==> config.mk <==
export PLATFORM = sky130hd
export DESIGN_NAME = rle_frame_chunk_decoder
export DESIGN_NICKNAME = d
export VERILOG_FILES = /design/src/hdl/rfcd_pkg.sv /design/src/hdl/rle_frame_chunk_decoder.sv /design/src/hdl/rfcd_in_reg.sv /design/src/hdl/rfcd_parser.sv /design/src/hdl/rfcd_out_reg.sv
export SDC_FILE = /design/constraint.sdc
export NUM_CORES = 1
export LEC_CHECK = 0
export ABC_AREA = 0
export BUFFER_PORTS_ARGS = -buffer_cell sky130_fd_sc_hd__buf_4
export CAP_MARGIN = 10
export CORE_MARGIN = 3
export CORE_UTILIZATION = 45
export CTS_BUF_LIST = sky130_fd_sc_hd__clkbuf_4 sky130_fd_sc_hd__clkbuf_8
export DETAILED_ROUTE_END_ITERATION = 10
export PLACE_DENSITY = 0.6
export REMOVE_ABC_BUFFERS = 1
export SYNTH_ARGS = -nofsm -noshare
export SYNTH_HDL_FRONTEND = slang
export SYNTH_HIERARCHICAL = 1
export SYNTH_SLANG_ARGS = --single-unit
==> constraint.sdc <==
create_clock -name clk -period 12.42 [get_ports clk]
set_input_delay 2.484 -clock clk [delete_from_list [all_inputs] [get_ports clk]]
set_output_delay 2.484 -clock clk [all_outputs]
set_load 0.02 [all_outputs]
==> src/hdl/rfcd_pkg.sv <==
package rfcd_pkg;

  // Parse phases of the chunk byte stream
  typedef enum logic [3:0] {
    PH_IDLE     = 4'd0,
    PH_SKIP_LO  = 4'd1,
    PH_SKIP_HI  = 4'd2,
    PH_CNT_LO   = 4'd3,
    PH_CNT_HI   = 4'd4,
    PH_SEGCOUNT = 4'd5,
    PH_PIXSKIP  = 4'd6,
    PH_SEGHEAD  = 4'd7,
    PH_RUN      = 4'd8
  } phase_t;

  localparam int unsigned KEY_HEIGHT_RESET = 200;
  localparam logic [15:0] ADDR_MAX = 16'hFFFF;

  // One compressed byte with its chunk flags
  typedef struct packed {
    logic       delta_chunk;
    logic       chunk_start;
    logic [7:0] data_byte;
  } item_t;

  // One frame-buffer write, or an end marker
  typedef struct packed {
    logic        chunk_end;
    logic        beyond_frame;
    logic [7:0]  run_length;
    logic [7:0]  pixel_value;
    logic [15:0] write_address;
  } result_t;

endpackage

==> src/hdl/rle_frame_chunk_decoder.sv <==
// Run-length frame chunk decoder. Takes one compressed chunk byte per request
// on the slave side and gives at most one frame-buffer write per byte on the
// master side: a literal pixel (run_length 1) or a whole fill run (1..128).
// A chunk begins with the byte flagged chunk_start; delta_chunk on that byte
// selects delta format, else key format with cfg_wdata lines (key_height, reset
// 200; the user must write it only while idle, the block does not enforce it).
// The last result of a chunk carries tlast; if the chunk's last byte gives no
// write, a zero-length end marker is sent. Writes that reach past
// LINE_WIDTH*FRAME_HEIGHT carry beyond_frame, and addresses above 65535 read as
// 65535. Throughput is one byte per clock: the byte sits in an input register,
// the parse step is combinational logic, and its result goes to an output
// register, so the stream stalls only under master back-pressure.
module rle_frame_chunk_decoder #(
  parameter int unsigned LINE_WIDTH   = 320,
  parameter int unsigned FRAME_HEIGHT = 200
) (
  input  logic        clk,
  input  logic        rst,
  input  logic        cfg_wen,
  input  logic [7:0]  cfg_wdata,   // key_height
  input  logic        s_tvalid,
  output logic        s_tready,
  input  logic [7:0]  s_tdata,     // [7:0] data_byte
  input  logic [1:0]  s_tuser,     // [0] chunk_start, [1] delta_chunk
  output logic        m_tvalid,
  input  logic        m_tready,
  output logic [31:0] m_tdata,     // [15:0] write_address, [23:16] pixel_value,
                                   // [31:24] run_length
  output logic        m_tuser,     // [0] beyond_frame
  output logic        m_tlast      // chunk_end
);
  import rfcd_pkg::*;

  item_t   in_item;
  item_t   held_item;
  logic    held_valid;
  logic    advance;
  logic    out_free;
  logic    res_valid;
  result_t res;
  result_t out_res;

  assign in_item.data_byte   = s_tdata;
  assign in_item.chunk_start = s_tuser[0];
  assign in_item.delta_chunk = s_tuser[1];

  assign advance = held_valid && out_free;

  rfcd_in_reg u_in_reg (
    .clk        (clk),
    .rst        (rst),
    .in_valid   (s_tvalid),
    .in_ready   (s_tready),
    .in_item    (in_item),
    .advance    (advance),
    .held_valid (held_valid),
    .held_item  (held_item)
  );

  rfcd_parser #(
    .LINE_WIDTH   (LINE_WIDTH),
    .FRAME_HEIGHT (FRAME_HEIGHT)
  ) u_parser (
    .clk       (clk),
    .rst       (rst),
    .cfg_wen   (cfg_wen),
    .cfg_wdata (cfg_wdata),
    .step      (advance),
    .item      (held_item),
    .res_valid (res_valid),
    .res       (res)
  );

  rfcd_out_reg u_out_reg (
    .clk       (clk),
    .rst       (rst),
    .load      (advance && res_valid),
    .load_res  (res),
    .free      (out_free),
    .out_valid (m_tvalid),
    .out_ready (m_tready),
    .out_res   (out_res)
  );

  assign m_tdata = {out_res.run_length, out_res.pixel_value, out_res.write_address};
  assign m_tuser = out_res.beyond_frame;
  assign m_tlast = out_res.chunk_end;

  // A zero-length result is only ever the end marker
  a_marker_is_end: assert property (@(posedge clk) disable iff (rst)
    m_tvalid && m_tdata[31:24] == 8'd0 |-> m_tlast && m_tdata[23:0] == 24'd0)
    else $error("zero-length result that is not a clean end marker");

  // Runs never exceed 128 pixels
  a_run_max: assert property (@(posedge clk) disable iff (rst)
    m_tvalid |-> m_tdata[31:24] <= 8'd128)
    else $error("run length above 128");

  // A held byte waits while the output register is blocked
  a_hold_stall: assert property (@(posedge clk) disable iff (rst)
    held_valid && !out_free |=> held_valid && $stable(held_item))
    else $error("input byte lost during output stall");

endmodule

==> src/hdl/rfcd_in_reg.sv <==
module rfcd_in_reg (
  input  logic           clk,
  input  logic           rst,
  input  logic           in_valid,
  output logic           in_ready,
  input  rfcd_pkg::item_t in_item,
  input  logic           advance,
  output logic           held_valid,
  output rfcd_pkg::item_t held_item
);
  import rfcd_pkg::*;

  // Free when empty or when the held byte is parsed this cycle
  assign in_ready = !held_valid || advance;

  always_ff @(posedge clk) begin
    if (rst) begin
      held_valid <= 1'b0;
    end else if (in_ready) begin
      held_valid <= in_valid;
    end
  end

  always_ff @(posedge clk) begin
    if (in_ready && in_valid) begin
      held_item <= in_item;
    end
  end

endmodule

==> src/hdl/rfcd_parser.sv <==
module rfcd_parser #(
  parameter int unsigned LINE_WIDTH   = 320,
  parameter int unsigned FRAME_HEIGHT = 200
) (
  input  logic              clk,
  input  logic              rst,
  input  logic              cfg_wen,
  input  logic [7:0]        cfg_wdata,
  input  logic              step,
  input  rfcd_pkg::item_t   item,
  output logic              res_valid,
  output rfcd_pkg::result_t res
);
  import rfcd_pkg::*;

  // Pointer range: line skip plus up to 255 lines, plus one line's worth of
  // segments (255 x (skip 255 + run 128)). Always wider than 16 bits.
  localparam int unsigned AW =
    $clog2((FRAME_HEIGHT + 256) * LINE_WIDTH + 256 * 384 + 256);
  localparam logic [AW:0]   FRAME_PIX = (AW+1)'(LINE_WIDTH * FRAME_HEIGHT);
  localparam logic [AW-1:0] LW        = AW'(LINE_WIDTH);
  localparam logic [15:0]   FH16      = 16'(FRAME_HEIGHT);
  localparam logic [7:0]    FH8       = 8'(FRAME_HEIGHT);

  logic [7:0]    key_height;
  phase_t        phase, phase_next;
  logic [AW-1:0] line_start, line_start_next;
  logic [AW-1:0] write_pointer, write_pointer_next;
  logic [7:0]    lines_left, lines_left_next;
  logic [7:0]    segments_left, segments_left_next;
  logic [7:0]    run_left, run_left_next;
  logic          run_is_fill, run_is_fill_next;
  logic [7:0]    header_low, header_low_next;
  logic          delta_mode, delta_mode_next;

  // Key height register
  always_ff @(posedge clk) begin
    if (rst) begin
      key_height <= 8'(KEY_HEIGHT_RESET);
    end else if (cfg_wen) begin
      key_height <= cfg_wdata;
    end
  end

  // Parse one byte
  always_comb begin
    logic [7:0]    b;
    logic [15:0]   word;
    logic [7:0]    skip;
    logic          neg;
    logic          literal;
    logic          seg_done;
    logic          line_done;
    logic          ended;
    logic          wr;
    logic [AW-1:0] wr_addr;
    logic [7:0]    wr_run;

    b                  = item.data_byte;
    word               = {b, header_low};
    skip               = 8'd0;
    neg                = b[7];
    literal            = 1'b0;
    seg_done           = 1'b0;
    line_done          = 1'b0;
    ended              = 1'b0;
    wr                 = 1'b0;
    wr_addr            = write_pointer;
    wr_run             = 8'd0;
    phase_next         = phase;
    line_start_next    = line_start;
    write_pointer_next = write_pointer;
    lines_left_next    = lines_left;
    segments_left_next = segments_left;
    run_left_next      = run_left;
    run_is_fill_next   = run_is_fill;
    header_low_next    = header_low;
    delta_mode_next    = delta_mode;
    res_valid          = 1'b0;
    res                = '0;

    // A chunk start abandons whatever was in progress
    if (item.chunk_start) begin
      delta_mode_next    = item.delta_chunk;
      line_start_next    = '0;
      write_pointer_next = '0;
      segments_left_next = 8'd0;
      run_left_next      = 8'd0;
      run_is_fill_next   = 1'b0;
      if (item.delta_chunk) begin
        lines_left_next = 8'd0;
        phase_next      = PH_SKIP_LO;
      end else begin
        lines_left_next = (key_height == 8'd0) ? 8'd1 : key_height;
        phase_next      = PH_SEGCOUNT;
      end
    end

    case (phase_next)
      PH_SKIP_LO: begin
        header_low_next = b;
        phase_next      = PH_SKIP_HI;
      end
      PH_SKIP_HI: begin
        skip               = (word > FH16) ? FH8 : word[7:0];
        line_start_next    = AW'(skip) * LW;
        write_pointer_next = AW'(skip) * LW;
        phase_next         = PH_CNT_LO;
      end
      PH_CNT_LO: begin
        header_low_next = b;
        phase_next      = PH_CNT_HI;
      end
      PH_CNT_HI: begin
        if (word[15] || word == 16'd0) begin
          lines_left_next = 8'd1;
        end else if (word > FH16) begin
          lines_left_next = FH8;
        end else begin
          lines_left_next = word[7:0];
        end
        phase_next = PH_SEGCOUNT;
      end
      PH_SEGCOUNT: begin
        if (b == 8'd0) begin
          line_done = 1'b1;
        end else begin
          segments_left_next = b;
          phase_next         = delta_mode_next ? PH_PIXSKIP : PH_SEGHEAD;
        end
      end
      PH_PIXSKIP: begin
        write_pointer_next = write_pointer_next + AW'(b);
        phase_next         = PH_SEGHEAD;
      end
      PH_SEGHEAD: begin
        // Sign of the head byte picks literal or fill, swapped in delta
        literal          = delta_mode_next ? (!neg && b != 8'd0) : neg;
        run_is_fill_next = !literal;
        if (neg) begin
          run_left_next = 8'd0 - b;
        end else if (!literal && delta_mode_next) begin
          run_left_next = 8'd0;
        end else begin
          run_left_next = b;
        end
        phase_next = PH_RUN;
      end
      PH_RUN: begin
        wr_addr = write_pointer_next;
        if (run_is_fill_next) begin
          wr_run             = run_left_next;
          write_pointer_next = write_pointer_next + AW'(run_left_next);
          run_left_next      = 8'd0;
          seg_done           = 1'b1;
        end else begin
          wr_run             = 8'd1;
          write_pointer_next = write_pointer_next + AW'(1);
          run_left_next      = run_left_next - 8'd1;
          seg_done           = (run_left_next == 8'd0);
        end
        wr = (wr_run != 8'd0);
      end
      default: begin
        phase_next = PH_IDLE;
      end
    endcase

    // End of segment
    if (seg_done) begin
      segments_left_next = segments_left_next - 8'd1;
      if (segments_left_next == 8'd0) begin
        line_done = 1'b1;
      end else begin
        phase_next = delta_mode_next ? PH_PIXSKIP : PH_SEGHEAD;
      end
    end

    // End of line, and of chunk on the last line
    if (line_done) begin
      lines_left_next    = lines_left_next - 8'd1;
      line_start_next    = line_start_next + LW;
      write_pointer_next = line_start_next;
      if (lines_left_next == 8'd0) begin
        phase_next = PH_IDLE;
        ended      = 1'b1;
      end else begin
        phase_next = PH_SEGCOUNT;
      end
    end

    // Result: a write, or a bare end marker
    if (wr) begin
      res_valid = 1'b1;
      res.write_address = (wr_addr[AW-1:16] != '0) ? ADDR_MAX : wr_addr[15:0];
      res.pixel_value   = b;
      res.run_length    = wr_run;
      res.beyond_frame  = ({1'b0, wr_addr} + (AW+1)'(wr_run)) > FRAME_PIX;
      res.chunk_end     = ended;
    end else if (ended) begin
      res_valid     = 1'b1;
      res.chunk_end = 1'b1;
    end
  end

  // Parser state
  always_ff @(posedge clk) begin
    if (rst) begin
      phase         <= PH_IDLE;
      line_start    <= '0;
      write_pointer <= '0;
      lines_left    <= 8'd0;
      segments_left <= 8'd0;
      run_left      <= 8'd0;
      run_is_fill   <= 1'b0;
      header_low    <= 8'd0;
      delta_mode    <= 1'b0;
    end else if (step) begin
      phase         <= phase_next;
      line_start    <= line_start_next;
      write_pointer <= write_pointer_next;
      lines_left    <= lines_left_next;
      segments_left <= segments_left_next;
      run_left      <= run_left_next;
      run_is_fill   <= run_is_fill_next;
      header_low    <= header_low_next;
      delta_mode    <= delta_mode_next;
    end
  end

endmodule

==> src/hdl/rfcd_out_reg.sv <==
module rfcd_out_reg (
  input  logic              clk,
  input  logic              rst,
  input  logic              load,
  input  rfcd_pkg::result_t load_res,
  output logic              free,
  output logic              out_valid,
  input  logic              out_ready,
  output rfcd_pkg::result_t out_res
);
  import rfcd_pkg::*;

  // Takes a new result when empty or when the current one leaves this cycle
  assign free = !out_valid || out_ready;

  always_ff @(posedge clk) begin
    if (rst) begin
      out_valid <= 1'b0;
    end else if (free) begin
      out_valid <= load;
    end
  end

  always_ff @(posedge clk) begin
    if (free && load) begin
      out_res <= load_res;
    end
  end

endmodule

==> flow_summary_export.csv <==
group,metric,value,unit
power,power.density,95.6,nW/µm²
power,leakage,3.75,nW
floorplan,chipWidth,148,µm
global_route,grt_max_degree,82,
clocking,cts-root-buf,"clkbuf_8",
floorplan,start_util,46.3,%
cells_and_area,final_common_cell,"nor2_1",
timing,fin_crit,6030,ps
setup_path,critPathTopFamily,"simple AND/OR/NAND/NOR gates",
route,first_pass_iters,5,
outcome,status,"finished, final reports clean",
setup_path,end_kind,"primary output",
place,dpl.hpwl,17.4,mm
cells_and_area,drive_gt1_share,12.7,%
timing,finalCritPeriodShare,48.5,%
yosys,postSynthCellCount,1100,
setup_path,worstReg2RegEnd,"u_parser/write_pointer[16]",
global_route,grtUsageTotal,23.5,%
timing,timing.final.setup_violations,0,
hold_path,holdPathEnd,"u_parser/line_start[1]",
cells_and_area,syn2layout_area_growth,9.66,%
setup_path,crit_slowest_cell,"and2_2",
timing,tightest_slew,1120,ps
setup_path,crit_required,9940,ps
setup_path,reg2reg_from,"u_in_reg/held_item[0]",
route,via_count,8258,
setup_path,cp_max_fo,27,
cells_and_area,finalInstanceArea,9970,µm²
global_route,grt_antenna_before_repair,0,
place,numPortBuffers,58,
clocking,cts_sinks,128,
clocking,htree_levels,4,
power,ir_drop,0.0681,mV
setup_path,crit_start,"m_tready",
global_route,grt_overflow,0,
timing,holdWs,464,ps
cells_and_area,fin_util,50.8,%
yosys,synthArstFlopShare,0,%
clocking,clock_path_buffers,2,
setup_path,max_stage_delay,480,ps
setup_path,crit_buf_inv,2,
cells_and_area,layout_common_cells,"121 x nor2_1, 102 x nand2_1, 84 x dfxtp_1",
setup_path,crit_chain,"buf_4 > nand2b_4 > and2_2 > nand2b_4 > buf_4",
job,maxCapViolCount,0,
floorplan,row_count,51,
global_route,grt_pass1_wl,42.0,mm
setup_path,reg2reg_slack,7010,ps
route,wire_per_inst,18.4,µm
clocking,clk_latency,450,ps
floorplan,die_area,22000,µm²
route,drtAntennaViolNets,0,
yosys,avgSynthCellArea,8.27,µm²
cells_and_area,diodes,0,
setup_path,reg2reg_depth,18,
yosys,synth.distinct_cells,92,
hold_path,whs_path_depth,1,
place,place_area,9600,µm²
yosys,synth_edf_count,44,
timing,relSlewSlack,25.1,%
clocking,cts_tree,"built",
global_route,grt_pass1_vias,7800,
hold_path,hp-class,"reg2reg",
yosys,syn-cell-area,9100,µm²
clocking,cts_buffers,17,
cells_and_area,nFillCells,1981,
timing,rsz0062_at_grt,"no",
place,place.gp.congestion,0.859,
timing,skew,12.2,ps
floorplan,io_pins,59,
clocking,postCtsSetupBuffers,0,
timing,setup_tns,0,ps
yosys,yosysSeqAreaShare,33.0,%
setup_path,arrival,3540,ps
floorplan,core_area,19700,µm²
clocking,path_clk_slew,70,ps
yosys,ys_seq_elements,128,
route,drt_iter0_markers,748,
route,drc,0,
hold_path,min_from,"u_parser/line_start[1]",
clocking,cts_resized,0,
yosys,ys_warn_count,6,
route,routed_wl,25.4,mm
clocking,hold_buffers,0,
yosys,ys.flop_type,"dfxtp_1",
timing,slew_viol_final,0,
cells_and_area,nNetsFinal,1167,
timing,fmax,166,MHz
setup_path,critPathKind,"in2out",
setup_path,cp-start-kind,"primary input",
route,viasPerCell,5.98,
floorplan,die-height,148,µm
power,total_power,0.000954,W
timing,hold_viol,0,
## registers in the layout, summed over array words and instances, names as in the netlist, 10 cells and up
signal / cells
u_parser/line_start: 18
u_out_reg/out_res: 34
u_in_reg/held_item: 10
u_parser/write_pointer: 18
## worst register-to-register path, stage by stage (launching register included)
cell	delay, ps
edfxtp_1	470
inv_1	240
ha_1	310
nor4b_1	370
nand3_1	370
a21oi_4	350
and2_1	260
ha_1	260
ha_1	240
fa_1	440
xor2_1	220
nor2_1	60
nor3_1	380
o211ai_1	340
nor4_4	310
nand3_1	190
xnor2_1	170
nand2_1	70
a311oi_1	280
## cell type report
class / instances / area, µm² / share of cell area [%]
Inverter: 32 / 120 / 1.20
Clock inverter: 14 / 130 / 1.30
Clock buffer: 18 / 248 / 2.48
Timing Repair Buffer: 69 / 518 / 5.19
Multi-Input combinational cell: 856 / 5620 / 56.4
Sequential cell: 128 / 3000 / 30.1
Tap cell: 265 / 332 / 3.32
## report_power, final
part           internal, W  switching, W  total, W
sequential        0.000444     0.0000207  0.000464
clock             0.000166      0.000185  0.000351
combinational    0.0000537     0.0000845  0.000138
## synthesized netlist by cell type (27+ instances only)
master    number  area, µm²
nor3_1        30        150
clkbuf_1      58        218
xnor2_1       27        236
inv_1         31        116
edfxtp_1      44       1320
nand2_1      102        383
nor2_1       122        458
nand3_1       33        165
o21ai_0       53        265
ha_1          37        463
dfxtp_1       84       1680
a21oi_1       54        270
## stage by stage
stage	std cells	worst slack, ps
finish	1382	6390
global route	1382	6300
CTS	1382	6370
detailed placement	1350	6380
global placement	1350	6370
floorplan	1016	5440
## worst max-delay path by stage
stage	endpoint	slack [ps]	cells past startpoint
2_1_floorplan	s_tready	5440	3
3_3_place_gp	s_tready	6370	5
3_5_place_dp	s_tready	6380	5
4_1_cts	s_tready	6370	5
5_1_grt	s_tready	6300	5
6_report	s_tready	6390	5
## layer usage
metal | global-route usage, % | routed length, µm
met4 | 8.41 | 658
met2 | 36.6 | 11300
met1 | 33.5 | 12200
met5 | 0 | 0
met3 | 3.14 | 1260
## logic make-up after synthesis
logic type	count (synthesis)	synth area share (%)
flip-flops	128	33.0
multiplexers	26	2.90
buffers and inverters	116	5.25
AO/OA/AOI/OAI	324	25.7
XOR/XNOR	40	3.85
adder cells (fa/ha/maj)	40	5.75
AND/OR/NAND/NOR	426	23.6
No activity file was read; power rests on OpenSTA's default activity.
